## src/rtl/spq_pkg.sv

```systemverilog
package spq_pkg;

    localparam int PRI_W          = 7;
    localparam int EXT_TAG_W      = 16;
    localparam int CFG_IDX_W      = 2;
    localparam int CMD_FIFO_DEPTH = 2;

    // request codes on the input channel
    localparam logic [1:0] REQ_INSERT = 2'd0;
    localparam logic [1:0] REQ_REMOVE = 2'd1;
    localparam logic [1:0] REQ_LIST   = 2'd2;
    localparam logic [1:0] REQ_NONE   = 2'd3;

    // result status codes
    localparam logic [1:0] ST_OK    = 2'd0;
    localparam logic [1:0] ST_EMPTY = 2'd1;
    localparam logic [1:0] ST_FULL  = 2'd2;
    localparam logic [1:0] ST_RANGE = 2'd3;

    // configuration register indexes
    localparam logic [CFG_IDX_W-1:0] CFG_PRIORITY_MIN = 2'd0;
    localparam logic [CFG_IDX_W-1:0] CFG_PRIORITY_MAX = 2'd1;

    localparam logic [PRI_W-1:0] PRIORITY_MIN_RST = 7'd15;
    localparam logic [PRI_W-1:0] PRIORITY_MAX_RST = 7'd89;

    // classified operations handed from front to back
    localparam logic [1:0] OP_INSERT    = 2'd0;
    localparam logic [1:0] OP_REMOVE    = 2'd1;
    localparam logic [1:0] OP_LIST      = 2'd2;
    localparam logic [1:0] OP_RANGE_ERR = 2'd3;

    typedef struct packed {
        logic [1:0]       op;
        logic [PRI_W-1:0] pri;
    } cmd_t;

endpackage

```

## src/rtl/spq_front.sv

```systemverilog
module spq_front #(
    parameter int TAG_BITS = 16
) (
    input  logic                               clk,
    input  logic                               rst_n,
    input  logic                               in_valid,
    output logic                               in_stall,
    input  logic [1:0]                         req_type,
    input  logic [spq_pkg::EXT_TAG_W-1:0]      entry_tag,
    input  logic [spq_pkg::PRI_W-1:0]          entry_priority,
    input  logic                               cfg_we,
    input  logic [spq_pkg::CFG_IDX_W-1:0]      cfg_index,
    input  logic [spq_pkg::PRI_W-1:0]          cfg_data,
    input  logic                               fifo_full,
    output logic                               push,
    output spq_pkg::cmd_t                      cmd,
    output logic [TAG_BITS-1:0]                cmd_tag
);
    import spq_pkg::*;

    logic [PRI_W-1:0] pri_min_reg;
    logic [PRI_W-1:0] pri_max_reg;
    logic             out_of_window;

    always_ff @(posedge clk or negedge rst_n)
    begin
        if (!rst_n)
        begin
            pri_min_reg <= PRIORITY_MIN_RST;
            pri_max_reg <= PRIORITY_MAX_RST;
        end
        else if (cfg_we)
        begin
            if (cfg_index == CFG_PRIORITY_MIN)
            begin
                pri_min_reg <= cfg_data;
            end
            else if (cfg_index == CFG_PRIORITY_MAX)
            begin
                pri_max_reg <= cfg_data;
            end
        end
    end

    assign in_stall      = fifo_full;
    assign out_of_window = (entry_priority < pri_min_reg) || (entry_priority > pri_max_reg);

    // unused request code is swallowed here and never reaches the back end
    assign push    = in_valid && !fifo_full && (req_type != REQ_NONE);
    assign cmd_tag = TAG_BITS'(entry_tag);

    always_comb
    begin
        cmd.pri = entry_priority;
        unique case (req_type)
            REQ_INSERT: cmd.op = out_of_window ? OP_RANGE_ERR : OP_INSERT;
            REQ_REMOVE: cmd.op = OP_REMOVE;
            REQ_LIST:   cmd.op = OP_LIST;
            default:    cmd.op = OP_LIST;
        endcase
    end

endmodule

```

## src/rtl/spq_fifo.sv

```systemverilog
module spq_fifo #(
    parameter int WIDTH = 25
) (
    input  logic             clk,
    input  logic             rst_n,
    input  logic             push,
    input  logic [WIDTH-1:0] wr_data,
    output logic             full,
    input  logic             pop,
    output logic [WIDTH-1:0] rd_data,
    output logic             not_empty
);
    import spq_pkg::*;

    localparam int DEPTH = CMD_FIFO_DEPTH;
    localparam int PTR_W = $clog2(DEPTH);
    localparam int CNT_W = $clog2(DEPTH + 1);

    logic [WIDTH-1:0] entry_reg [DEPTH];
    logic [PTR_W-1:0] wr_ptr_reg;
    logic [PTR_W-1:0] rd_ptr_reg;
    logic [CNT_W-1:0] count_reg;

    assign full      = (count_reg == CNT_W'(DEPTH));
    assign not_empty = (count_reg != '0);
    assign rd_data   = entry_reg[rd_ptr_reg];

    always_ff @(posedge clk)
    begin
        if (push)
        begin
            entry_reg[wr_ptr_reg] <= wr_data;
        end
    end

    always_ff @(posedge clk or negedge rst_n)
    begin
        if (!rst_n)
        begin
            wr_ptr_reg <= '0;
            rd_ptr_reg <= '0;
            count_reg  <= '0;
        end
        else
        begin
            if (push)
            begin
                wr_ptr_reg <= wr_ptr_reg + 1'b1;
            end
            if (pop)
            begin
                rd_ptr_reg <= rd_ptr_reg + 1'b1;
            end
            if (push && !pop)
            begin
                count_reg <= count_reg + 1'b1;
            end
            else if (pop && !push)
            begin
                count_reg <= count_reg - 1'b1;
            end
        end
    end

endmodule

```

## src/rtl/spq_back.sv

```systemverilog
module spq_back #(
    parameter int QUEUE_DEPTH = 16,
    parameter int TAG_BITS    = 16
) (
    input  logic                          clk,
    input  logic                          rst_n,
    input  logic                          cmd_valid,
    output logic                          cmd_pop,
    input  spq_pkg::cmd_t                 cmd,
    input  logic [TAG_BITS-1:0]           cmd_tag,
    output logic                          out_valid,
    input  logic                          out_stall,
    output logic [1:0]                    status,
    output logic [spq_pkg::EXT_TAG_W-1:0] out_tag,
    output logic [spq_pkg::PRI_W-1:0]     out_priority,
    output logic                          last
);
    import spq_pkg::*;

    localparam int OCC_W = $clog2(QUEUE_DEPTH + 1);

    typedef enum logic {S_IDLE, S_LIST} state_t;
    typedef enum logic [1:0] {MV_HOLD, MV_INSERT, MV_SHIFT, MV_ROTATE} move_t;

    logic [TAG_BITS-1:0]  slot_tag_reg  [QUEUE_DEPTH];
    logic [TAG_BITS-1:0]  slot_tag_next [QUEUE_DEPTH];
    logic [PRI_W-1:0]     slot_pri_reg  [QUEUE_DEPTH];
    logic [PRI_W-1:0]     slot_pri_next [QUEUE_DEPTH];
    logic [QUEUE_DEPTH-1:0] ge;

    state_t               state_reg, state_next;
    move_t                move;
    logic [OCC_W-1:0]     occ_reg, occ_next;
    logic [OCC_W-1:0]     cnt_reg, cnt_next;
    logic                 out_valid_reg, out_valid_next;
    logic [1:0]           status_reg, status_next;
    logic [EXT_TAG_W-1:0] out_tag_reg, out_tag_next;
    logic [PRI_W-1:0]     out_pri_reg, out_pri_next;
    logic                 last_reg, last_next;
    logic                 out_free;
    logic [OCC_W-1:0]     occ_last;

    assign out_free     = !out_valid_reg || !out_stall;
    assign occ_last     = occ_reg - 1'b1;
    assign out_valid    = out_valid_reg;
    assign status       = status_reg;
    assign out_tag      = out_tag_reg;
    assign out_priority = out_pri_reg;
    assign last         = last_reg;

    always_comb
    begin
        state_next     = state_reg;
        occ_next       = occ_reg;
        cnt_next       = cnt_reg;
        out_valid_next = out_valid_reg && !out_free;
        status_next    = status_reg;
        out_tag_next   = out_tag_reg;
        out_pri_next   = out_pri_reg;
        last_next      = last_reg;
        move           = MV_HOLD;
        cmd_pop        = 1'b0;

        unique case (state_reg)
            S_IDLE:
            begin
                if (cmd_valid && out_free)
                begin
                    cmd_pop        = 1'b1;
                    out_valid_next = 1'b1;
                    status_next    = ST_OK;
                    out_tag_next   = '0;
                    out_pri_next   = '0;
                    last_next      = 1'b1;
                    case (cmd.op)
                        OP_RANGE_ERR:
                        begin
                            status_next = ST_RANGE;
                        end
                        OP_INSERT:
                        begin
                            if (occ_reg == OCC_W'(QUEUE_DEPTH))
                            begin
                                status_next = ST_FULL;
                            end
                            else
                            begin
                                move     = MV_INSERT;
                                occ_next = occ_reg + 1'b1;
                            end
                        end
                        OP_REMOVE:
                        begin
                            if (occ_reg == '0)
                            begin
                                status_next = ST_EMPTY;
                            end
                            else
                            begin
                                out_tag_next = EXT_TAG_W'(slot_tag_reg[0]);
                                out_pri_next = slot_pri_reg[0];
                                move         = MV_SHIFT;
                                occ_next     = occ_reg - 1'b1;
                            end
                        end
                        default:
                        begin
                            if (occ_reg == '0)
                            begin
                                status_next = ST_EMPTY;
                            end
                            else
                            begin
                                // list rotates the occupied slots through the head
                                out_tag_next = EXT_TAG_W'(slot_tag_reg[0]);
                                out_pri_next = slot_pri_reg[0];
                                last_next    = (occ_reg == OCC_W'(1));
                                move         = MV_ROTATE;
                                if (occ_reg != OCC_W'(1))
                                begin
                                    state_next = S_LIST;
                                    cnt_next   = OCC_W'(1);
                                end
                            end
                        end
                    endcase
                end
            end
            S_LIST:
            begin
                if (out_free)
                begin
                    out_valid_next = 1'b1;
                    status_next    = ST_OK;
                    out_tag_next   = EXT_TAG_W'(slot_tag_reg[0]);
                    out_pri_next   = slot_pri_reg[0];
                    last_next      = (cnt_reg == occ_last);
                    move           = MV_ROTATE;
                    cnt_next       = cnt_reg + 1'b1;
                    if (cnt_reg == occ_last)
                    begin
                        state_next = S_IDLE;
                    end
                end
            end
            default:
            begin
                state_next = S_IDLE;
            end
        endcase
    end

    always_ff @(posedge clk or negedge rst_n)
    begin
        if (!rst_n)
        begin
            state_reg     <= S_IDLE;
            occ_reg       <= '0;
            cnt_reg       <= '0;
            out_valid_reg <= 1'b0;
            status_reg    <= ST_OK;
            out_tag_reg   <= '0;
            out_pri_reg   <= '0;
            last_reg      <= 1'b0;
        end
        else
        begin
            state_reg     <= state_next;
            occ_reg       <= occ_next;
            cnt_reg       <= cnt_next;
            out_valid_reg <= out_valid_next;
            status_reg    <= status_next;
            out_tag_reg   <= out_tag_next;
            out_pri_reg   <= out_pri_next;
            last_reg      <= last_next;
        end
    end

    // one cell per slot: each compares its own priority and picks from its neighbors
    for (genvar i = 0; i < QUEUE_DEPTH; i++)
    begin : g_cell
        localparam logic [OCC_W-1:0] IDX = OCC_W'(i);

        logic                prev_ge;
        logic [TAG_BITS-1:0] prev_tag;
        logic [PRI_W-1:0]    prev_pri;
        logic [TAG_BITS-1:0] succ_tag;
        logic [PRI_W-1:0]    succ_pri;

        assign ge[i] = (IDX < occ_reg) && (slot_pri_reg[i] >= cmd.pri);

        if (i == 0)
        begin : g_head
            assign prev_ge  = 1'b1;
            assign prev_tag = slot_tag_reg[i];
            assign prev_pri = slot_pri_reg[i];
        end
        else
        begin : g_body
            assign prev_ge  = ge[i-1];
            assign prev_tag = slot_tag_reg[i-1];
            assign prev_pri = slot_pri_reg[i-1];
        end

        if (i == QUEUE_DEPTH - 1)
        begin : g_tail
            assign succ_tag = slot_tag_reg[i];
            assign succ_pri = slot_pri_reg[i];
        end
        else
        begin : g_inner
            assign succ_tag = slot_tag_reg[i+1];
            assign succ_pri = slot_pri_reg[i+1];
        end

        always_comb
        begin
            slot_tag_next[i] = slot_tag_reg[i];
            slot_pri_next[i] = slot_pri_reg[i];
            case (move)
                MV_INSERT:
                begin
                    if (!ge[i])
                    begin
                        if (prev_ge)
                        begin
                            slot_tag_next[i] = cmd_tag;
                            slot_pri_next[i] = cmd.pri;
                        end
                        else
                        begin
                            slot_tag_next[i] = prev_tag;
                            slot_pri_next[i] = prev_pri;
                        end
                    end
                end
                MV_SHIFT:
                begin
                    slot_tag_next[i] = succ_tag;
                    slot_pri_next[i] = succ_pri;
                end
                MV_ROTATE:
                begin
                    if (IDX == occ_last)
                    begin
                        slot_tag_next[i] = slot_tag_reg[0];
                        slot_pri_next[i] = slot_pri_reg[0];
                    end
                    else if (IDX < occ_last)
                    begin
                        slot_tag_next[i] = succ_tag;
                        slot_pri_next[i] = succ_pri;
                    end
                end
                default:
                begin
                end
            endcase
        end

        always_ff @(posedge clk)
        begin
            slot_tag_reg[i] <= slot_tag_next[i];
            slot_pri_reg[i] <= slot_pri_next[i];
        end
    end

endmodule

```

## src/rtl/stable_priority_queue_top.sv

```systemverilog
// an accepted item passes the command queue before its first result is registered
// back end takes one item per cycle for insert and remove while out_stall is low
// a list shows one stored entry per result, as the slots rotate through the head
// a two-entry command queue sits between the accepting front and the slot array
// reset clears occupancy, the command queue and the output register; the window
// registers return to 15 and 89, slot contents are left as they are
module stable_priority_queue_top #(
    parameter int QUEUE_DEPTH = 16,
    parameter int TAG_BITS    = 16
) (
    input  logic                           clk,
    input  logic                           rst_n,
    input  logic                           in_valid,
    output logic                           in_stall,
    input  logic [1:0]                     req_type,
    input  logic [spq_pkg::EXT_TAG_W-1:0]  entry_tag,
    input  logic [spq_pkg::PRI_W-1:0]      entry_priority,
    output logic                           out_valid,
    input  logic                           out_stall,
    output logic [1:0]                     status,
    output logic [spq_pkg::EXT_TAG_W-1:0]  out_tag,
    output logic [spq_pkg::PRI_W-1:0]      out_priority,
    output logic                           last,
    input  logic                           cfg_we,
    input  logic [spq_pkg::CFG_IDX_W-1:0]  cfg_index,
    input  logic [spq_pkg::PRI_W-1:0]      cfg_data
);
    import spq_pkg::*;

    localparam int CMD_W = $bits(cmd_t) + TAG_BITS;

    logic                push;
    logic                fifo_full;
    logic                fifo_not_empty;
    logic                cmd_pop;
    cmd_t                front_cmd;
    logic [TAG_BITS-1:0] front_tag;
    cmd_t                back_cmd;
    logic [TAG_BITS-1:0] back_tag;
    logic [CMD_W-1:0]    fifo_rd_data;

    spq_front #(
        .TAG_BITS(TAG_BITS)
    ) u_front (
        .clk            (clk),
        .rst_n          (rst_n),
        .in_valid       (in_valid),
        .in_stall       (in_stall),
        .req_type       (req_type),
        .entry_tag      (entry_tag),
        .entry_priority (entry_priority),
        .cfg_we         (cfg_we),
        .cfg_index      (cfg_index),
        .cfg_data       (cfg_data),
        .fifo_full      (fifo_full),
        .push           (push),
        .cmd            (front_cmd),
        .cmd_tag        (front_tag)
    );

    spq_fifo #(
        .WIDTH(CMD_W)
    ) u_fifo (
        .clk       (clk),
        .rst_n     (rst_n),
        .push      (push),
        .wr_data   ({front_cmd, front_tag}),
        .full      (fifo_full),
        .pop       (cmd_pop),
        .rd_data   (fifo_rd_data),
        .not_empty (fifo_not_empty)
    );

    assign {back_cmd, back_tag} = fifo_rd_data;

    spq_back #(
        .QUEUE_DEPTH (QUEUE_DEPTH),
        .TAG_BITS    (TAG_BITS)
    ) u_back (
        .clk          (clk),
        .rst_n        (rst_n),
        .cmd_valid    (fifo_not_empty),
        .cmd_pop      (cmd_pop),
        .cmd          (back_cmd),
        .cmd_tag      (back_tag),
        .out_valid    (out_valid),
        .out_stall    (out_stall),
        .status       (status),
        .out_tag      (out_tag),
        .out_priority (out_priority),
        .last         (last)
    );

endmodule

```

## config.mk

```make
export PLATFORM = sky130hd
export DESIGN_NAME = stable_priority_queue_top
export DESIGN_NICKNAME = d
export VERILOG_FILES = /design/src/rtl/spq_pkg.sv /design/src/rtl/spq_front.sv /design/src/rtl/spq_fifo.sv /design/src/rtl/spq_back.sv /design/src/rtl/stable_priority_queue_top.sv
export SDC_FILE = /design/constraint.sdc
export NUM_CORES = 1
export LEC_CHECK = 0
export BUFFER_PORTS_ARGS = -buffer_cell sky130_fd_sc_hd__clkbuf_2
export CAP_MARGIN = 20
export CORE_MARGIN = 3
export CORE_UTILIZATION = 30
export CTS_BUF_LIST = sky130_fd_sc_hd__clkbuf_2 sky130_fd_sc_hd__clkbuf_4 sky130_fd_sc_hd__clkbuf_8
export DETAILED_ROUTE_END_ITERATION = 7
export PLACE_DENSITY = 0.41
export SETUP_SLACK_MARGIN = 0.4
export SLEW_MARGIN = 20
export SYNTH_ARGS = -nofsm -noshare
export SYNTH_HDL_FRONTEND = slang
export SYNTH_SLANG_ARGS = --single-unit
```

## constraint.sdc

```tcl
create_clock -name clk -period 13 [get_ports clk]
set_clock_uncertainty 0.05 [all_clocks]
set_input_delay 0.65 -clock clk [delete_from_list [all_inputs] [get_ports clk]]
set_output_delay 0.65 -clock clk [all_outputs]
set_load 0.05 [all_outputs]
```

==> metrics <==
status=complete, no violations; htree depth=3; GP Congestion=0.8182; Mapped Area=29000 um^2; vias per cell=5.449; Max FO, Critical Path=45; first-pass GRT wire length=140500 um; worst hold slack=43.64 ps; cts repair resizes=0; vias=21.08k; post-synthesis sequential area ratio=48.15%; Final Core Density=34.12%; fill cell count=9478; Cell Rows=113; top cell type by total area after synthesis=edfxtp_1; worst endpoint required time=13340 ps; CP Capture Type=register; root buffer cell=clkbuf_8; Die X-Extent=316.9 um; TritonCTS Sinks=474; Syn. warnings=0; FF+latch count, synth=474; slew margin rel.=27.61%; unrepaired setup endpoints after global routing=false; Post-synth top flop=edfxtp_1; WP data arrival=5610 ps; DR WL/cell=24.08 um; clock latency on the worst-skew pair=710 ps; die height=316.9 um; syn_area_per_cell=11.40 um^2; GRT overflow=0; Synth cell types=73; Syn Inst Count=2545; element type at the critical path start=register; # Post-CTS Setup Buffers=0; layout cells sized above 1=15.30%; Core ar.=95440 um^2; cts bufs inserted=92; WL final=93150 um; Iteration-0 DRC Markers=1539; Setup CP Type=register to register; Hold Vio Cnt, Final=0; final net count=2698; pin count of the biggest net entering global routing=238; max-cap violation count=0; GRT Overall Usage=18.25%; num ports=67; pin slew with the least headroom to its limit=1086 ps; crit path time final=5269 ps; fin cells=3868; Hold Crit Class=input port to asynchronous set/reset pin; Max Fclk=189.8 MHz; Placed Instances=3691; PortBufs=66; Slew Viols, Final=0; Post-synth EDFFs=418; CTS Buffer Depth=3; max reg flops=256; Detailed Place HPWL=64380 um; CTS tree=yes; syn_nets=2720; final setup fails=0; DR pass1 iterations=6; share of flip-flops with an asynchronous set or reset=11.81%; sum of negative setup slack=0 ps; clk slew on worst S/H paths=60 ps; vias in the first global route=21.71k; initial antenna violation count=1; number of routed nets with antenna violations=0; Initial Utilization=30.39%; Residual DRC=0; synth top area cells=edfxtp_1 (43%), mux2i_1 (18%), ha_1 (5.9%); cts hold-fix bufs=3; die area=100400 um^2; Final period util=40.53%; Layout area overhead=12.29%; share of the synthesized area in the top cell type=43.28%
-- cells in the final DEF, fill, tap and decap left out, drive strengths merged, types with 61 or more instances in the layout --
cell type / count
nor2: 61
nand2: 203
nor3: 104
o21ai: 184
mux2i: 520
clkbuf: 196
edfxtp: 418
a211oi: 82
ha: 136
-- cells by family (layout without fill, tap and decap cells) --
family | count (synthesis) | count (layout) | synth area share (%)
compound gates | 598 | 598 | 14.14
mux | 551 | 551 | 19.15
flops | 474 | 474 | 48.15
simple gates | 474 | 474 | 7.667
buf+inv | 293 | 350 | 4.448
fa+ha+maj | 136 | 136 | 5.868
xor+xnor | 19 | 19 | 0.5738
other cells | 0 | 1 | 0
-- layer usage --
metal / vias to the layer above / track usage [%] / part of all wire, %
met2: 655 / 28.29 / 44
met5: - / 0 / 0
met4: 0 / 4.873 / 1.7
li1: 9765 / - / -
met3: 107 / 2.587 / 5.0
met1: 10550 / 26.59 / 49
-- stage by stage --
step	cell area (um^2)	worst slack, ps
3_3_place_gp	30550	7809
5_1_grt	32560	7339
6_report	32560	7731
2_1_floorplan	29000	7527
3_5_place_dp	30580	7676
4_1_cts	32560	7650
-- cell type report --
cell class,instances,area [um^2],share of cell area (%)
clock inverter,42,286.5,0.8799
antenna,1,2.502,0.007685
multi-input combinational,1778,14040,43.12
timing repair buffer,128,835.8,2.567
tap,1265,1583,4.861
clock buffer,131,1665,5.114
sequential,474,13960,42.88
inverter,49,183.9,0.5648
-- final timing paths --
check	startpoint	end	slack, ps	cells after the start
worst max-delay path	u_fifo.rd_ptr_reg	u_back.slot_tag_reg[6][9]	7730	12
worst min-delay path	rst_n	u_back.out_tag[8]	40	2
worst max register to register	u_fifo.rd_ptr_reg	u_back.slot_tag_reg[6][9]	7730	12
worst min register to register	u_back.status[1]	u_back.status[1]	440	2
max in group asynchronous	rst_n	u_fifo.rd_ptr_reg	12220	2
min in group clk	entry_tag[6]	u_fifo.entry_reg[1][6]	90	1
-- Yosys cell counts, types with 9 or more instances --
library cell	instances
buf_4	10
edfxtp_1	418
nor2_1	58
a22o_1	25
inv_1	49
nand4_1	12
xnor2_1	10
o211ai_1	25
mux2_2	31
o221a_2	26
xor2_1	9
dfrtp_1	48
buf_1	16
nand2_1	203
buf_2	90
a32oi_1	44
a211oi_1	80
nand2b_1	26
nand3_1	20
and3_1	10
o21ai_0	165
mux2i_1	520
a21o_1	14
a22oi_1	60
a21oi_1	57
a31oi_1	29
clkbuf_1	125
ha_1	136
nor3_1	103
o21ai_1	19
-- worst max-delay path, stage by stage (launching register included) --
cell and delay (ps):
dfrtp_2 330, buf_4 470, mux2i_1 410, inv_1 120
ha_1 340, or2_2 330, a21oi_2 290, nand2b_4 380
buf_4 530, buf_4 830, a31oi_4 340, a22oi_1 310
o21ai_0 130
Power is not shown: default switching activity piles up to over one toggle a cycle in this logic, so the estimate is an artifact.
